File: src/rtl/tlf_pkg.sv
`default_nettype none

package tlf_pkg;

  localparam int BUF_W  = 32;                 // line store depth
  localparam int COL_W  = $clog2(BUF_W + 1);  // column, 0..BUF_W
  localparam int IDX_W  = $clog2(BUF_W);      // store index
  localparam int CHAR_W = 8;
  localparam int CFG_W  = 6;
  localparam int DATA_W = 32;
  localparam int ADDR_W = 3;
  localparam int REG_BIT = 2;                 // paddr bit that selects the register

  localparam int QUEUE_DEPTH = 2;
  localparam int QPTR_W = 1;
  localparam int QCNT_W = 2;

  localparam logic [CHAR_W-1:0] CH_TAB   = 8'd9;
  localparam logic [CHAR_W-1:0] CH_NL    = 8'd10;
  localparam logic [CHAR_W-1:0] CH_BLANK = 8'd32;

  localparam logic [CFG_W-1:0] FOLD_MIN   = 6'd2;
  localparam logic [CFG_W-1:0] STEP_MIN   = 6'd1;
  localparam logic [CFG_W-1:0] FOLD_RESET = 6'd10;
  localparam logic [CFG_W-1:0] STEP_RESET = 6'd8;

  // register index codes
  localparam logic REG_FOLD = 1'b0;
  localparam logic REG_TAB  = 1'b1;

  typedef enum logic [1:0] {
    KIND_PLAIN = 2'd0,
    KIND_TAB   = 2'd1,
    KIND_NL    = 2'd2
  } kind_t;

  typedef struct packed {
    logic [CHAR_W-1:0] ch;
    kind_t             kind;
    logic [COL_W-1:0]  fold;   // effective fold column, 2..BUF_W
    logic [CFG_W-1:0]  step;   // effective tab step, 1..63
  } item_t;

endpackage

`default_nettype wire

File: src/rtl/tlf_if.sv
`default_nettype none

interface tlf_in_if;
  logic                      valid;
  logic                      ready;
  logic [tlf_pkg::CHAR_W-1:0] in_char;

  modport source (output valid, output in_char, input ready);
  modport sink (input valid, input in_char, output ready);
endinterface

interface tlf_out_if;
  logic                      valid;
  logic                      ready;
  logic [tlf_pkg::CHAR_W-1:0] out_char;
  logic                      last;

  modport source (output valid, output out_char, output last, input ready);
  modport sink (input valid, input out_char, input last, output ready);
endinterface

`default_nettype wire

File: src/rtl/tlf_front.sv
`default_nettype none

// Classifies each character and tags it with the settings in force.
module tlf_front (
  tlf_in_if.sink                       chars,
  input  logic [tlf_pkg::CFG_W-1:0]    fold_column,
  input  logic [tlf_pkg::CFG_W-1:0]    tab_step,
  output tlf_pkg::item_t               item,
  output logic                         item_valid,
  input  logic                         item_ready
);

  logic [tlf_pkg::COL_W-1:0] fold_eff;
  logic [tlf_pkg::CFG_W-1:0] step_eff;
  tlf_pkg::kind_t            kind;

  always_comb begin
    if (fold_column < tlf_pkg::FOLD_MIN) begin
      fold_eff = tlf_pkg::COL_W'(tlf_pkg::FOLD_MIN);
    end else if (fold_column > tlf_pkg::CFG_W'(tlf_pkg::BUF_W)) begin
      fold_eff = tlf_pkg::COL_W'(tlf_pkg::BUF_W);
    end else begin
      fold_eff = tlf_pkg::COL_W'(fold_column);
    end
    step_eff = (tab_step == '0) ? tlf_pkg::STEP_MIN : tab_step;
    if (chars.in_char == tlf_pkg::CH_TAB) begin
      kind = tlf_pkg::KIND_TAB;
    end else if (chars.in_char == tlf_pkg::CH_NL) begin
      kind = tlf_pkg::KIND_NL;
    end else begin
      kind = tlf_pkg::KIND_PLAIN;
    end
  end

  assign item.ch     = chars.in_char;
  assign item.kind   = kind;
  assign item.fold   = fold_eff;
  assign item.step   = step_eff;
  assign item_valid  = chars.valid;
  assign chars.ready = item_ready;

endmodule

`default_nettype wire

File: src/rtl/tlf_queue.sv
`default_nettype none

// Two-entry queue between classifier and line engine.
module tlf_queue (
  input  logic           clk,
  input  logic           rst,
  input  tlf_pkg::item_t push_item,
  input  logic           push_valid,
  output logic           push_ready,
  output tlf_pkg::item_t pop_item,
  output logic           pop_valid,
  input  logic           pop_ready
);

  tlf_pkg::item_t              slots [tlf_pkg::QUEUE_DEPTH];
  logic [tlf_pkg::QPTR_W-1:0]  wr_ptr;
  logic [tlf_pkg::QPTR_W-1:0]  rd_ptr;
  logic [tlf_pkg::QCNT_W-1:0]  count;
  logic                        do_push;
  logic                        do_pop;

  assign push_ready = (count != tlf_pkg::QCNT_W'(tlf_pkg::QUEUE_DEPTH));
  assign pop_valid  = (count != '0);
  assign pop_item   = slots[rd_ptr];
  assign do_push    = push_valid && push_ready;
  assign do_pop     = pop_valid && pop_ready;

  always_ff @(posedge clk) begin
    if (do_push) begin
      slots[wr_ptr] <= push_item;
    end
  end

  always_ff @(posedge clk) begin
    if (rst) begin
      wr_ptr <= '0;
      rd_ptr <= '0;
      count  <= '0;
    end else begin
      if (do_push) begin
        wr_ptr <= wr_ptr + 1'b1;
      end
      if (do_pop) begin
        rd_ptr <= rd_ptr + 1'b1;
      end
      if (do_push && !do_pop) begin
        count <= count + 1'b1;
      end else if (do_pop && !do_push) begin
        count <= count - 1'b1;
      end
    end
  end

endmodule

`default_nettype wire

File: src/rtl/tlf_back.sv
`default_nettype none

// Line engine: owns the line store, column and last-blank tracker.
// Tabs run a restoring remainder unit, then fill blanks one per cycle.
// Emission streams the store through a registered read port; entries past
// the cut are written back to the front of the store on the same stream.
module tlf_back (
  input  logic           clk,
  input  logic           rst,
  input  tlf_pkg::item_t item,
  input  logic           item_valid,
  output logic           item_ready,
  tlf_out_if.source      lines
);

  localparam int CW = tlf_pkg::COL_W;
  localparam int IW = tlf_pkg::IDX_W;
  localparam int SW = tlf_pkg::CFG_W;

  typedef enum logic [3:0] {
    ST_IDLE = 4'b0001,
    ST_DIV  = 4'b0010,
    ST_FILL = 4'b0100,
    ST_EMIT = 4'b1000
  } state_t;

  state_t state;

  logic [tlf_pkg::CHAR_W-1:0] store [tlf_pkg::BUF_W];

  logic [CW-1:0] column;
  logic [IW-1:0] lastb;      // last blank at index >= 1, zero if none

  // tab work
  logic [IW-1:0] t_pos;
  logic [CW-1:0] t_fold;
  logic [SW-1:0] t_step;
  logic [SW-1:0] rem;
  logic [IW-1:0] dq;
  logic [2:0]    dcnt;
  logic [IW-1:0] fill_pos;

  // emission stream
  logic [CW-1:0] rd_idx;
  logic [CW-1:0] e_len;
  logic [CW-1:0] e_cut;
  logic          rv;
  logic          r_out;
  logic [IW-1:0] r_waddr;
  logic [tlf_pkg::CHAR_W-1:0] rdata;

  // output register
  logic                       ov;
  logic [tlf_pkg::CHAR_W-1:0] o_char;
  logic                       o_last;

  // store write port
  logic                       we;
  logic [IW-1:0]              waddr;
  logic [tlf_pkg::CHAR_W-1:0] wdata;

  logic [IW-1:0] pos;
  logic [CW-1:0] p1;
  logic [IW-1:0] lb_new;
  logic [CW-1:0] cut;
  logic [SW:0]   tdiv;
  logic [SW:0]   nstop;
  logic [CW-1:0] tp1;
  logic [CW-1:0] hi;
  logic [CW-1:0] tab_end;
  logic          take;
  logic          out_free;
  logic          move;
  logic          cpy;
  logic          issue;
  logic          nl_push;
  logic          fill_done;

  assign item_ready = (state == ST_IDLE);
  assign take       = item_valid && item_ready;

  always_comb begin
    pos = (column >= CW'(tlf_pkg::BUF_W)) ? IW'(tlf_pkg::BUF_W - 1) : column[IW-1:0];
    p1  = {1'b0, pos} + 1'b1;
    lb_new = ((item.ch == tlf_pkg::CH_BLANK) && (pos != '0)) ? pos : lastb;
    cut = (lb_new == '0) ? p1 : ({1'b0, lb_new} + 1'b1);

    tdiv  = {rem, dq[IW-1]};
    nstop = (SW+1)'(t_pos) + {1'b0, t_step} - {1'b0, rem};
    tp1   = {1'b0, t_pos} + 1'b1;
    hi    = (t_fold > tp1) ? t_fold : tp1;
    tab_end = (nstop > (SW+1)'(hi)) ? hi : nstop[CW-1:0];
    fill_done = (({1'b0, fill_pos} + 1'b1) == tab_end);

    out_free = !ov || lines.ready;
    move     = rv && r_out && out_free;
    cpy      = rv && !r_out;
    issue    = (state == ST_EMIT) && (rd_idx < e_len) && (!rv || move || cpy);
    nl_push  = (state == ST_EMIT) && (rd_idx == e_len) && !rv && out_free;
  end

  always_comb begin
    we    = 1'b0;
    waddr = pos;
    wdata = item.ch;
    case (state)
      ST_IDLE: begin
        we = take && (item.kind == tlf_pkg::KIND_PLAIN);
      end
      ST_FILL: begin
        we    = 1'b1;
        waddr = fill_pos;
        wdata = tlf_pkg::CH_BLANK;
      end
      ST_EMIT: begin
        we    = cpy;
        waddr = r_waddr;
        wdata = rdata;
      end
      default: begin
        we = 1'b0;
      end
    endcase
  end

  always_ff @(posedge clk) begin
    if (we) begin
      store[waddr] <= wdata;
    end
    if (issue) begin
      rdata <= store[rd_idx[IW-1:0]];
    end
  end

  always_ff @(posedge clk) begin
    if (issue) begin
      r_out   <= (rd_idx < e_cut);
      r_waddr <= IW'(rd_idx - e_cut);
    end
    if (move) begin
      o_char <= rdata;
      o_last <= 1'b0;
    end else if (nl_push) begin
      o_char <= tlf_pkg::CH_NL;
      o_last <= 1'b1;
    end
  end

  always_ff @(posedge clk) begin
    if (rst) begin
      state  <= ST_IDLE;
      column <= '0;
      lastb  <= '0;
      rv     <= 1'b0;
      ov     <= 1'b0;
    end else begin
      if (issue) begin
        rv <= 1'b1;
      end else if (move || cpy) begin
        rv <= 1'b0;
      end
      if (move || nl_push) begin
        ov <= 1'b1;
      end else if (lines.ready) begin
        ov <= 1'b0;
      end

      case (state)
        ST_IDLE: begin
          if (take) begin
            case (item.kind)
              tlf_pkg::KIND_PLAIN: begin
                if (p1 < item.fold) begin
                  column <= p1;
                  lastb  <= lb_new;
                end else begin
                  column <= p1 - cut;
                  lastb  <= '0;
                  e_len  <= p1;
                  e_cut  <= cut;
                  rd_idx <= '0;
                  state  <= ST_EMIT;
                end
              end
              tlf_pkg::KIND_NL: begin
                column <= '0;
                lastb  <= '0;
                if (pos != '0) begin
                  e_len  <= CW'(pos);
                  e_cut  <= CW'(pos);
                  rd_idx <= '0;
                  state  <= ST_EMIT;
                end
              end
              tlf_pkg::KIND_TAB: begin
                t_pos  <= pos;
                t_fold <= item.fold;
                t_step <= item.step;
                rem    <= '0;
                dq     <= pos;
                dcnt   <= '0;
                state  <= ST_DIV;
              end
              default: begin
                state <= ST_IDLE;
              end
            endcase
          end
        end
        ST_DIV: begin
          if (tdiv >= {1'b0, t_step}) begin
            rem <= SW'(tdiv - {1'b0, t_step});
          end else begin
            rem <= tdiv[SW-1:0];
          end
          dq   <= {dq[IW-2:0], 1'b0};
          dcnt <= dcnt + 1'b1;
          if (dcnt == 3'(IW - 1)) begin
            fill_pos <= t_pos;
            state    <= ST_FILL;
          end
        end
        ST_FILL: begin
          if (fill_done) begin
            if (tab_end < t_fold) begin
              column <= tab_end;
              if (tab_end > CW'(1)) begin
                lastb <= IW'(tab_end - 1'b1);
              end
              state <= ST_IDLE;
            end else begin
              column <= '0;
              lastb  <= '0;
              e_len  <= tab_end;
              e_cut  <= tab_end;
              rd_idx <= '0;
              state  <= ST_EMIT;
            end
          end else begin
            fill_pos <= fill_pos + 1'b1;
          end
        end
        ST_EMIT: begin
          if (issue) begin
            rd_idx <= rd_idx + 1'b1;
          end
          if (nl_push) begin
            state <= ST_IDLE;
          end
        end
        default: begin
          state <= ST_IDLE;
        end
      endcase
    end
  end

  assign lines.valid    = ov;
  assign lines.out_char = o_char;
  assign lines.last     = o_last;

endmodule

`default_nettype wire

File: src/rtl/text_line_folder_unit.sv
`default_nettype none

// Channel    Beat carries               Direction
// chars      in_char (8b)               into the block
// lines      out_char (8b), last (1b)   out of the block
// apb        fold_column, tab_step      register writes and reads
//
// A plain character that does not fold is taken straight by the line engine;
// with the two-entry queue, characters enter one per cycle while the engine
// is idle. A fold, or a newline after a nonempty line, then holds the engine:
// one store read per buffered column through the registered read port
// (characters out, the tail of a fold copied to the front), then the closing
// newline beat. A tab runs the remainder unit, then writes its blanks. Reset
// clears the column, the queue and the output register; the line store is not
// cleared. A stalled lines channel holds its beat and the engine; chars keeps
// filling the queue until it is full.
module text_line_folder_unit (
  input  logic                          clk,
  input  logic                          rst,
  input  logic                          psel,
  input  logic                          penable,
  input  logic                          pwrite,
  input  logic [tlf_pkg::ADDR_W-1:0]    paddr,
  input  logic [tlf_pkg::DATA_W-1:0]    pwdata,
  output logic [tlf_pkg::DATA_W-1:0]    prdata,
  output logic                          pready,
  tlf_in_if.sink                        chars,
  tlf_out_if.source                     lines
);

  // raw register values; front end clamps them per character
  logic [tlf_pkg::CFG_W-1:0] fold_column;
  logic [tlf_pkg::CFG_W-1:0] tab_step;
  logic                      wr_en;

  tlf_pkg::item_t f_item;
  logic           f_valid;
  logic           f_ready;
  tlf_pkg::item_t q_item;
  logic           q_valid;
  logic           q_ready;

  assign pready = 1'b1;
  assign wr_en  = psel && penable && pwrite && pready;

  // only the register-select bit is decoded
  always_ff @(posedge clk) begin
    if (rst) begin
      fold_column <= tlf_pkg::FOLD_RESET;
      tab_step    <= tlf_pkg::STEP_RESET;
    end else if (wr_en) begin
      if (paddr[tlf_pkg::REG_BIT] == tlf_pkg::REG_TAB) begin
        tab_step <= pwdata[tlf_pkg::CFG_W-1:0];
      end else begin
        fold_column <= pwdata[tlf_pkg::CFG_W-1:0];
      end
    end
  end

  always_comb begin
    if (paddr[tlf_pkg::REG_BIT] == tlf_pkg::REG_TAB) begin
      prdata = tlf_pkg::DATA_W'(tab_step);
    end else begin
      prdata = tlf_pkg::DATA_W'(fold_column);
    end
  end

  tlf_front u_front (
    .chars       (chars),
    .fold_column (fold_column),
    .tab_step    (tab_step),
    .item        (f_item),
    .item_valid  (f_valid),
    .item_ready  (f_ready)
  );

  tlf_queue u_queue (
    .clk        (clk),
    .rst        (rst),
    .push_item  (f_item),
    .push_valid (f_valid),
    .push_ready (f_ready),
    .pop_item   (q_item),
    .pop_valid  (q_valid),
    .pop_ready  (q_ready)
  );

  tlf_back u_back (
    .clk        (clk),
    .rst        (rst),
    .item       (q_item),
    .item_valid (q_valid),
    .item_ready (q_ready),
    .lines      (lines)
  );

endmodule

`default_nettype wire

File: src/flat_wrapper.sv
// flat-port wrapper written by rule: the top's interface ports become plain ports
module text_line_folder_unit_flat 
  (clk, rst, psel, penable, pwrite, paddr, pwdata, prdata, pready, chars_valid, chars_in_char, chars_ready, lines_valid, lines_out_char, lines_last, lines_ready);
  tlf_in_if chars_i ();
  tlf_out_if lines_i ();
  input  logic clk;
  input  logic rst;
  input  logic psel;
  input  logic penable;
  input  logic pwrite;
  input  logic [tlf_pkg::ADDR_W-1:0] paddr;
  input  logic [tlf_pkg::DATA_W-1:0] pwdata;
  output logic [tlf_pkg::DATA_W-1:0] prdata;
  output logic pready;
  input wire logic [$bits(chars_i.valid)-1:0] chars_valid;
  input wire logic [$bits(chars_i.in_char)-1:0] chars_in_char;
  output wire logic [$bits(chars_i.ready)-1:0] chars_ready;
  output wire logic [$bits(lines_i.valid)-1:0] lines_valid;
  output wire logic [$bits(lines_i.out_char)-1:0] lines_out_char;
  output wire logic [$bits(lines_i.last)-1:0] lines_last;
  input wire logic [$bits(lines_i.ready)-1:0] lines_ready;
  assign chars_i.valid = chars_valid;
  assign chars_i.in_char = chars_in_char;
  assign chars_ready = chars_i.ready;
  assign lines_valid = lines_i.valid;
  assign lines_out_char = lines_i.out_char;
  assign lines_last = lines_i.last;
  assign lines_i.ready = lines_ready;
  text_line_folder_unit u_core (.clk(clk), .rst(rst), .psel(psel), .penable(penable), .pwrite(pwrite), .paddr(paddr), .pwdata(pwdata), .prdata(prdata), .pready(pready), .chars(chars_i), .lines(lines_i));
endmodule
File: config.mk
export PLATFORM = sky130hd
export DESIGN_NAME = text_line_folder_unit_flat
export DESIGN_NICKNAME = d
export VERILOG_FILES = /design/src/rtl/tlf_pkg.sv /design/src/rtl/tlf_if.sv /design/src/rtl/tlf_front.sv /design/src/rtl/tlf_queue.sv /design/src/rtl/tlf_back.sv /design/src/rtl/text_line_folder_unit.sv /design/src/flat_wrapper.sv
export SDC_FILE = /design/constraint.sdc
export NUM_CORES = 1
export LEC_CHECK = 0
export ABC_AREA = 1
export BUFFER_PORTS_ARGS = -buffer_cell sky130_fd_sc_hd__buf_2
export CORE_MARGIN = 10
export CORE_UTILIZATION = 45
export DETAILED_ROUTE_END_ITERATION = 8
export SKIP_LAST_GASP = 1
export SLEW_MARGIN = 20
export SYNTH_ARGS = -nofsm -noshare
export SYNTH_HDL_FRONTEND = slang
export SYNTH_SLANG_ARGS = --single-unit
File: constraint.sdc
create_clock -name clk -period 11.7 [get_ports clk]
set_input_delay 1.755 -clock clk [delete_from_list [all_inputs] [get_ports clk]]
set_output_delay 1.755 -clock clk [all_outputs]
set_load 0.02 [all_outputs]
==> reports/qor.csv <==
metric,value,unit
ys_seq_area_share,61.59,%
io-pin-count,94,
timing.rr.start,u_core.u_back.t_pos[2],
hold-worst-slack,0.4708,ns
finalHoldViolCount,0,
critPathLaunchType,flop,
route.antenna.remaining_nets,0,
synth.avg_cell_area,10.47,um2
routabilityCongestion,0.9069,
drtPass1Iterations,5,
viasPerCell,5.375,
r2r-end,u_core.u_back.e_cut[2],
vias,13490,
ys_seq_elements,411,
grt_pass1_wl,74150,um
initial_utilization,45.40,%
drt-total-wl,48380,um
fin_skew,0.02324,ns
setup_tns,0,ns
cp-startpoint,u_core.u_back.t_pos[2],
dpl_worst_slack,5.537,ns
drc,0,
max_slew.worst_pin.slew,1.087,ns
power.leakage,8.215,nW
r2r_slack,5.54,ns
crit_type,reg -> reg,
layout-drive-gt1-share,9.407,%
yosysWarnings,0,
cts_resized,0,
synth_area,19470,um2
finalSetupViolations,0,
clk_pin_slew,0.06,ns
grt_max_degree,85,
crit_end,u_core.u_back.e_cut[2],
power_density,241.6,nW/um2
postCtsHoldBufs,0,
rsz0062_at_grt,no,
worst_path_most_repeated_cell,inv_1,
max_slew_margin,27.06,%
nets,2006,
h-tree-depth,2,
maxSlewViolCount,0,
cpPeakStageDelay,0.73,ns
clock_latency,0.59,ns
finalCritPeriodShare,52.62,%
clockBufferDepth,3,
num_rows,76,
clock_sinks,411,
r2r_cells,28,
ys_types,54,
crit_family,simple AND/OR/NAND/NOR gates,
post-dp-hpwl,32370,um
numCtsBuffers,45,
layout_common_cells,"edfxtp_1 (376), nor2_1 (281), nand2_1 (226)",
syn_to_final_growth,11.51,%
grt.overflow.total,0,
crit_fanout,12,
maxCapViolations,0,
fin_crit,6.156,ns
max_freq,162.4,MHz
layout_commonest_cell,edfxtp_1,
synth_edf_count,376,
coreArea,42890,um2
chipWidth,228.0,um
grt_usage,18.07,%
required,11.91,ns
synthArstFlopShare,0,%
crit_arrival,6.36,ns
antenna_found_initial,2,
cts_tree,yes,
final_core_util,50.62,%
crit_path_end_kind,flop,
root_buffer,clkbuf_16,
hold_class,reg -> reg,
crit_cells,28,
grt_pass1_vias,12700,
power,5.245,mW
post-cts-setup-buffers,0,
drtIter0Drc,1169,
ys.flop_type,edfxtp_1,
wl_per_cell,19.27,um
slowest_stage,nor2_1,
crit_buf_inv,5,
worst_slack,5.544,ns
fill_cells,3891,
syn_inst,1859,
die_h,228.0,um
io_buffers,38,
status,"finished, final reports clean",
ir_drop,0.0001345,V
die_area,51990,um2
## worst min-delay path, cell delays in order (launching register included)
cell and delay [ns]:
dfxtp_1 0.29, inv_1 0.07, a21oi_1 0.06
## cells by family (layout without fill, tap and decap cells)
family / Yosys count / count (layout) / synth area share, %
AO/OA/AOI/OAI: 387 / 387 / 11.24
buffers and inverters: 301 / 341 / 6.439
other: 2 / 28 / 0.03857
XOR/XNOR: 25 / 25 / 1.125
flip-flops: 411 / 411 / 61.59
AND/OR/NAND/NOR: 658 / 658 / 14.54
adder cells (fa/ha/maj): 67 / 67 / 4.614
multiplexers: 8 / 8 / 0.4113
## power by group
group | leakage (nW) | switching (mW) | internal [mW]
registers | 3.69 | 0.0513 | 1.88
clock network | 0.734 | 0.590 | 0.851
logic | 3.79 | 1.32 | 0.548
## worst min path at each step
stage                     startpoint                  to  slack, ns  depth (start not counted)
2_1_floorplan     u_core.tab_step[0]  u_core.tab_step[0]       0.44                          2
3_3_place_gp   u_core.u_queue.rd_ptr                flop       0.45                          2
6_report       u_core.u_queue.rd_ptr                flop       0.47                          2
5_1_grt        u_core.u_queue.rd_ptr                flop       0.49                          2
3_5_place_dp   u_core.u_queue.rd_ptr                flop       0.46                          2
4_1_cts        u_core.u_queue.rd_ptr                flop       0.47                          2
## cells in the mapped netlist (15+ instances only)
master      n  share of area (%)
a21oi_1    51                1.3
buf_4      27                1.0
clkbuf_1   66                1.3
dfxtp_1    35                3.6
edfxtp_1  376                 58
ha_1       59                3.8
inv_1     194                3.7
nand2_1   226                4.4
nand2_2    15               0.48
nand3_1    75                1.9
nand4_1    16               0.51
nor2_1    283                5.5
o21ai_0   222                5.7
o221ai_1   29                1.3
o22ai_1    54                1.7
xor2_1     15               0.67
## cell type report
type / instances / area [um2] / area share (%)
sequential: 411 / 11990 / 55.23
antenna: 1 / 2.502 / 0.01153
clock inverter: 30 / 335.3 / 1.544
timing repair buffer: 59 / 347.8 / 1.602
inverter: 200 / 752.0 / 3.464
clock buffer: 52 / 1162 / 5.354
tap: 585 / 732.0 / 3.371
multi-input combinational: 1172 / 6387 / 29.42
## metal layers
| layer | global-route usage, % | share of wire [%] | vias to the layer above | wire, um |
|---|---|---|---|---|
| li1 | - | - | 6483 | - |
| met1 | 25.10 | 45 | 6516 | 21620 |
| met2 | 28.26 | 46 | 416 | 22130 |
| met3 | 3.773 | 7.3 | 75 | 3539 |
| met4 | 4.978 | 2.2 | 2 | 1071 |
| met5 | 0 | 0.027 | - | 13 |
## state kept, by name, summed over array words and instances (netlist names), 2 cells and up, named ones only
name	count
u_core.u_back.fill_pos	5
u_core.u_back.column	6
u_core.fold_column	6
u_core.u_queue.slots	44
u_core.u_back.t_step	6
u_core.u_back.t_fold	6
u_core.u_back.lastb	5
u_core.u_back.t_pos	5
u_core.u_back.e_len	6
u_core.u_back.rdata	8
u_core.u_back.dq	5
u_core.u_back.rd_idx	6
u_core.u_back.rem	6
u_core.u_back.dcnt	3
u_core.u_back.state	4
u_core.u_back.lines.out_char	8
u_core.tab_step	6
u_core.u_back.store	256
u_core.u_back.e_cut	6
u_core.u_queue.count	2
u_core.u_back.r_waddr	5
## per-stage QoR
stage,cell area [um2],cells
4_1_cts,21710,2509
2_1_floorplan,19560,1884
3_5_place_dp,20210,2427
6_report,21710,2510
5_1_grt,21710,2509
3_3_place_gp,20200,2427
Note: power is estimated with default switching activity, not from simulation.
